--- src/sv/salc_pkg.sv ---
// salc_pkg: shared types and constants for the set-associative lru cache model
// no dependencies

package salc_pkg;

  localparam logic [1:0] KIND_INSTR  = 2'd0;
  localparam logic [1:0] KIND_LOAD   = 2'd1;
  localparam logic [1:0] KIND_STORE  = 2'd2;
  localparam logic [1:0] KIND_MODIFY = 2'd3;

  localparam logic [1:0] OUT_NONE  = 2'd0;
  localparam logic [1:0] OUT_HIT   = 2'd1;
  localparam logic [1:0] OUT_MISS  = 2'd2;
  localparam logic [1:0] OUT_EVICT = 2'd3;

  localparam logic [1:0] REG_SET_BITS   = 2'd0;
  localparam logic [1:0] REG_BLOCK_BITS = 2'd1;
  localparam logic [1:0] REG_WAYS       = 2'd2;

  localparam int AGE_W = 3;
  localparam logic [AGE_W-1:0] AGE_TOP = 3'd7;
  localparam logic [31:0] COUNT_TOP = 32'hFFFF_FFFF;

  typedef struct packed {
    logic [1:0]  kind;
    logic [63:0] address;
  } salc_in_t;

  typedef struct packed {
    logic [1:0]  first_outcome;
    logic        second_hit;
    logic [31:0] hit_count;
    logic [31:0] miss_count;
    logic [31:0] eviction_count;
  } salc_out_t;

endpackage

--- src/sv/salc_front.sv ---
// salc_front: accepts trace records, splits address into set and tag, queues work
// depends on salc_pkg

module salc_front import salc_pkg::*; #(
  parameter int SET_W = 6
) (
  input  logic              clk,
  input  logic              rst,
  input  logic              in_valid,
  output logic              in_ready,
  input  salc_in_t          in_data,
  input  logic [2:0]        set_bits,
  input  logic [5:0]        block_bits,
  output logic              q_valid,
  input  logic              q_ready,
  output logic [1:0]        q_kind,
  output logic [SET_W-1:0]  q_set,
  output logic [63:0]       q_tag
);

  localparam int QD = 2;

  logic [1:0]       kind_q [QD];
  logic [SET_W-1:0] set_q  [QD];
  logic [63:0]      tag_q  [QD];
  logic [1:0]       count;
  logic             wr_ptr, rd_ptr;
  logic [2:0]       s_eff;
  logic [6:0]       shift;
  logic [63:0]      shifted, set_mask;
  logic [SET_W-1:0] set_idx;
  logic [63:0]      tag;
  logic             push, pop;

  always_comb begin
    s_eff = (32'(set_bits) > SET_W) ? 3'(SET_W) : set_bits;
    shift = 7'(block_bits) + 7'(s_eff);
    shifted = in_data.address >> block_bits;
    set_mask = (64'd1 << s_eff) - 64'd1;
    set_idx = SET_W'(shifted & set_mask);
    tag = shift[6] ? 64'd0 : (in_data.address >> shift[5:0]);
  end

  assign in_ready = (count != 2'(QD));
  assign q_valid  = (count != 2'd0);
  assign push = in_valid && in_ready;
  assign pop  = q_valid && q_ready;
  assign q_kind = kind_q[rd_ptr];
  assign q_set  = set_q[rd_ptr];
  assign q_tag  = tag_q[rd_ptr];

  always_ff @(posedge clk) begin
    if (rst) begin
      count  <= 2'd0;
      wr_ptr <= 1'b0;
      rd_ptr <= 1'b0;
    end else begin
      if (push) wr_ptr <= ~wr_ptr;
      if (pop) rd_ptr <= ~rd_ptr;
      count <= count + 2'(push) - 2'(pop);
    end
    if (push) begin
      kind_q[wr_ptr] <= in_data.kind;
      set_q[wr_ptr]  <= set_idx;
      tag_q[wr_ptr]  <= tag;
    end
  end

  assert property (@(posedge clk) disable iff (rst) count <= 2'(QD))
    else $error("queue overfilled");
  assert property (@(posedge clk) disable iff (rst)
    (count == 2'd0) |-> !pop) else $error("pop from empty queue");
  assert property (@(posedge clk) disable iff (rst)
    (push && !pop) |=> count == $past(count) + 2'd1) else $error("queue count slip");

endmodule

--- config.mk ---
export PLATFORM = sky130hd
export DESIGN_NAME = salc_front
export DESIGN_NICKNAME = d
export VERILOG_FILES = /design/src/sv/salc_pkg.sv /design/src/sv/salc_front.sv
export SDC_FILE = /design/constraint.sdc
export NUM_CORES = 1
export LEC_CHECK = 0
export BUFFER_PORTS_ARGS = -buffer_cell sky130_fd_sc_hd__buf_4
export CAP_MARGIN = 10
export CORE_MARGIN = 10
export CORE_UTILIZATION = 30
export DETAILED_ROUTE_END_ITERATION = 7
export GPL_TIMING_DRIVEN = 0
export SLEW_MARGIN = 25
export SYNTH_ARGS = -nofsm -noshare
export SYNTH_HDL_FRONTEND = slang
export SYNTH_SLANG_ARGS = --single-unit
export TNS_END_PERCENT = 30
--- constraint.sdc ---
create_clock -name clk -period 5.12 [get_ports clk]
set_clock_uncertainty 0.1 [all_clocks]
set_input_delay 0.512 -clock clk [delete_from_list [all_inputs] [get_ports clk]]
set_output_delay 0.512 -clock clk [all_outputs]
set_load 0.1 [all_outputs]
==> results.env <==
AVGSYNTHCELLAREA_UM2=11.6
LARGEST_NET_DEGREE_AT_THE_START_OF_GLOBAL_ROUTING=44
DETAILEDROUTE.FIRSTPASSITERATIONCOUNT=6
WORSTPATHREQUIRED_NS=5.14
CAP_VIOL_MAX_COUNT=0
TOTAL_LEAKAGE_POWER_nW=5.41
FLOORPLAN.DIE.WIDTH_UM=219
HOLDCRITPATHCLASS='input port to flop'
POSTSYNTH.ASYNCRESETSHARE_PCT=0
TRITONCTS_NUM_SINKS=149
CLOCK_TREE.BUFFER_DEPTH=2
MIN_PERIOD_NS=3.92
ANTENNA_FOUND_INITIAL=0
GRT_PASS1_VIAS=10200
DIE-HEIGHT_UM=219
FINAL-INSTANCE-COUNT-EXCL-FILL=1728
NUM-NETS-FINAL=1284
ROUTABILITY_CONGESTION=0.954
RR_STARTPOINT='count[0]'
DIE_AREA_UM2=47800
TIMING.SETUP.TNS_NS=0
DPL.CELL_COUNT=1697
CTS_RESIZED=0
GRT.TOTAL_USAGE_PCT=18.5
MAPPEDNETLISTAREA_UM2=11800
FINAL-SETUP-VIOL-COUNT=0
MAX_FREQ_MHz=255
LAYOUT.CORE_UTILIZATION_PCT=36.8
SETUP_SLACK_NS=1.20
PORT_BUFFERS=151
RESIDUAL_DRC=0
IOS=153
NUMCTSBUFFERS=17
PERIOD_SHARE_PCT=76.5
CRITICAL_PATH.MAX_FANOUT=10
SYNTH_EDF_COUNT=144
DRT_FIRST_ITER_VIOLATIONS=992
VIA_PER_INST=5.76
SEQ_AREA_FRAC_SYNTH_PCT=37.4
HTREE_LEVELS=4
SLEW_VIOLATIONS=0
WORST_VOLTAGE_DROP_ACROSS_THE_VDD_GRID_uV=219
RSZ0062_AT_GRT='no'
DEPTH_OF_THE_WORST_REGISTER_TO_REGISTER_PATH=5
CLK_LATENCY_NS=0.43
P_PER_CELL_AREA_nW_PER_UM2=497
CRITPATHLAUNCH='set_bits[1]'
SYN_INST=1024
CRITPATHCAPTURETYPE='flop'
INITIAL_CORE_UTIL_PCT=30.5
LAYOUT_OVERHEAD_ON_THE_SYNTHESIZED_AREA_PCT=20.9
REPORT.POWER.TOTAL_mW=7.12
CRITICAL_PATH.STARTPOINT_TYPE='input port'
ROWS=72
FINAL_HOLD_VIOL_COUNT=0
CRITICAL_PATH_ARRIVAL_NS=3.93
DRIVE_GT1_SHARE_PCT=35.6
ANTENNA_CELLS=0
STATUS='finished clean'
RELSLEWSLACK_PCT=36.2
COREAREA_UM2=38800
SYNTH-SEQ-CELLS=149
GRT.OVERFLOW.TOTAL=0
CELLS_ON_WORST_HOLD_PATH=1
DETAILROUTE.VIA_COUNT=9950
SYN_NETS=1110
CLK_PIN_SLEW_NS=0.07
POST_DRT_WL_PER_CELL_UM=26.2
TIMING.REG2REG.SETUP_SLACK_NS=3.13
TRITONCTS_CLOCK_TREE='done'
CTS-ROOT-BUF='sky130_fd_sc_hd__clkbuf_16'
COUNT_OF_BUFFERS_ADDED_BY_POST_CTS_TIMING_REPAIR_FOR_SETUP=0
WORST-SETUP-PATH-TYPE='input port to flop'
CTS-HOLD-FIX-BUFFERS=0
CRITICAL_PATH.REG2REG.ENDPOINT='tag_q[0][30]'
CP-ENDPOINT='tag_q[0][11]'
YS.FLOP_TYPE='sky130_fd_sc_hd__edfxtp_1'
DP.FINAL_HPWL_UM=36300
HOLD_PATH.STARTPOINT='in_data[65]'
UNIQUE_CELL_TYPE_COUNT_IN_THE_YOSYS_NETLIST=66
FINALWIRELENGTH_UM=45300
SYNTH-WARNING-COUNT=0
DETAIL_ROUTE_ANTENNA_NETS=0
PLACE_WS_NS=0.809
WORSTMARGINPINSLEW_NS=0.945
FIRST_PASS_GRT_WIRE_LENGTH_UM=66500
[worst max-delay path: stages]
cell	delay (ns)
sky130_fd_sc_hd__buf_4	0.18
sky130_fd_sc_hd__nand2_1	0.14
sky130_fd_sc_hd__and2_1	0.23
sky130_fd_sc_hd__ha_1	0.23
sky130_fd_sc_hd__fa_1	0.43
sky130_fd_sc_hd__buf_2	0.17
sky130_fd_sc_hd__inv_2	0.11
sky130_fd_sc_hd__clkbuf_1	0.55
sky130_fd_sc_hd__mux2i_1	0.46
sky130_fd_sc_hd__mux2i_1	0.24
sky130_fd_sc_hd__a22oi_1	0.40
sky130_fd_sc_hd__o221ai_1	0.26
[report_power, final]
group          internal [mW]  switching [mW]  total [mW]
sequential              1.66          0.0493        1.71
combinational           1.15            3.03        4.18
clock                  0.718           0.513        1.23
total                   3.52            3.60        7.12
[how the worst min path moves through the flow]
| stage | end | slack [ns] |
|---|---|---|
| 6_report | kind_q[0][1] | 0.16 |
| 5_1_grt | kind_q[0][1] | 0.14 |
| 4_1_cts | kind_q[0][1] | 0.14 |
| 3_5_place_dp | flop | 0.40 |
| 3_3_place_gp | rd_ptr | 0.40 |
| 2_1_floorplan | flop | 0.38 |
[cells in the mapped netlist, types with 3 or more instances]
cell / count / area (µm²)
sky130_fd_sc_hd__mux2i_1: 150 / 1500
sky130_fd_sc_hd__edfxtp_1: 144 / 4320
sky130_fd_sc_hd__mux2_2: 111 / 1250
sky130_fd_sc_hd__nand2_1: 92 / 345
sky130_fd_sc_hd__nor2_1: 81 / 304
sky130_fd_sc_hd__mux4_2: 68 / 1530
sky130_fd_sc_hd__clkbuf_1: 35 / 131
sky130_fd_sc_hd__a21oi_1: 33 / 165
sky130_fd_sc_hd__buf_2: 31 / 155
sky130_fd_sc_hd__nand3_1: 26 / 130
sky130_fd_sc_hd__o21ai_0: 24 / 120
sky130_fd_sc_hd__o221ai_1: 21 / 184
sky130_fd_sc_hd__nor3_1: 17 / 85.1
sky130_fd_sc_hd__a211oi_1: 14 / 105
sky130_fd_sc_hd__buf_4: 12 / 90.1
sky130_fd_sc_hd__o22ai_1: 11 / 68.8
sky130_fd_sc_hd__and2_1: 9 / 56.3
sky130_fd_sc_hd__a32oi_1: 8 / 70.1
sky130_fd_sc_hd__buf_6: 8 / 90.1
sky130_fd_sc_hd__a211o_1: 7 / 61.3
sky130_fd_sc_hd__a22oi_1: 7 / 52.6
sky130_fd_sc_hd__nor2b_1: 7 / 43.8
sky130_fd_sc_hd__o211ai_1: 7 / 52.6
sky130_fd_sc_hd__ha_1: 6 / 75.1
sky130_fd_sc_hd__buf_1: 5 / 18.8
sky130_fd_sc_hd__dfxtp_1: 5 / 100
sky130_fd_sc_hd__o32ai_1: 5 / 43.8
sky130_fd_sc_hd__a221oi_1: 4 / 35.0
sky130_fd_sc_hd__a31oi_1: 4 / 25.0
sky130_fd_sc_hd__inv_1: 4 / 15.0
sky130_fd_sc_hd__nand2b_1: 4 / 25.0
sky130_fd_sc_hd__o21ai_1: 4 / 20.0
sky130_fd_sc_hd__o22a_1: 4 / 35.0
sky130_fd_sc_hd__o311ai_0: 4 / 35.0
sky130_fd_sc_hd__o41ai_1: 4 / 35.0
sky130_fd_sc_hd__xnor2_1: 4 / 35.0
sky130_fd_sc_hd__xor2_1: 4 / 35.0
sky130_fd_sc_hd__inv_2: 3 / 11.3
sky130_fd_sc_hd__nand4_1: 3 / 18.8
[logic make-up after synthesis]
group                    Yosys count  synth area share (%)
adder cells (fa/ha/maj)            7                 0.804
flip-flops                       149                  37.4
AO/OA/AOI/OAI                    181                  11.0
AND/OR/NAND/NOR                  248                  9.01
buffers and inverters             98                  4.32
XOR/XNOR                          10                 0.962
multiplexers                     331                  36.5
[registers in the layout, indices dropped and copies added, names as in the netlist, named ones only]
register	count
tag_q	128
count	2
set_q	12
kind_q	4
wr_ptr	1
rd_ptr	1
[area by class of cell]
cell class / instances / area, µm²
fillers: 3853 / 24500
multi-input cells: 777 / 6910
flip-flops and latches: 149 / 4420
repair buffers: 155 / 1240
well taps: 518 / 648
plain buffers: 91 / 485
clock buffers: 17 / 425
clock inverters: 14 / 150
inverters: 7 / 26.3
[stage by stage]
step / instance area (µm²) / hold WS, ns
2_1_floorplan: 11800 / 0.381
3_3_place_gp: 13600 / 0.402
3_5_place_dp: 13700 / 0.404
4_1_cts: 14300 / 0.144
5_1_grt: 14300 / 0.140
6_report: 14300 / 0.161
[placed cells by master (no fill, tap or decap), types with 5 or more instances in the layout]
cell / instances
sky130_fd_sc_hd__buf_6: 8
sky130_fd_sc_hd__mux4_2: 68
sky130_fd_sc_hd__clkbuf_16: 17
sky130_fd_sc_hd__and2_1: 9
sky130_fd_sc_hd__nor2_1: 80
sky130_fd_sc_hd__nor2b_1: 7
sky130_fd_sc_hd__buf_4: 163
sky130_fd_sc_hd__buf_1: 5
sky130_fd_sc_hd__mux2i_1: 150
sky130_fd_sc_hd__a211oi_1: 14
sky130_fd_sc_hd__o22ai_1: 11
sky130_fd_sc_hd__edfxtp_1: 144
sky130_fd_sc_hd__mux2_2: 111
sky130_fd_sc_hd__a211o_1: 7
sky130_fd_sc_hd__a21oi_1: 33
sky130_fd_sc_hd__clkbuf_1: 35
sky130_fd_sc_hd__o21ai_0: 24
sky130_fd_sc_hd__nand3_1: 26
sky130_fd_sc_hd__o221ai_1: 21
sky130_fd_sc_hd__a32oi_1: 8
sky130_fd_sc_hd__nand2_1: 92
sky130_fd_sc_hd__dfxtp_1: 5
sky130_fd_sc_hd__o211ai_1: 7
sky130_fd_sc_hd__nor3_1: 17
sky130_fd_sc_hd__a22oi_1: 7
sky130_fd_sc_hd__ha_1: 6
sky130_fd_sc_hd__o32ai_1: 5
sky130_fd_sc_hd__buf_2: 31
[layer usage]
metal	global-route usage [%]	vias up	part of all wire [%]
met3	3.36	83	6.9
met1	24.2	4944	43
met2	30.2	518	47
met5	0	-	0
met4	6.48	0	3.0
li1	-	4405	-
Note: power is estimated with default switching activity, not from simulation.
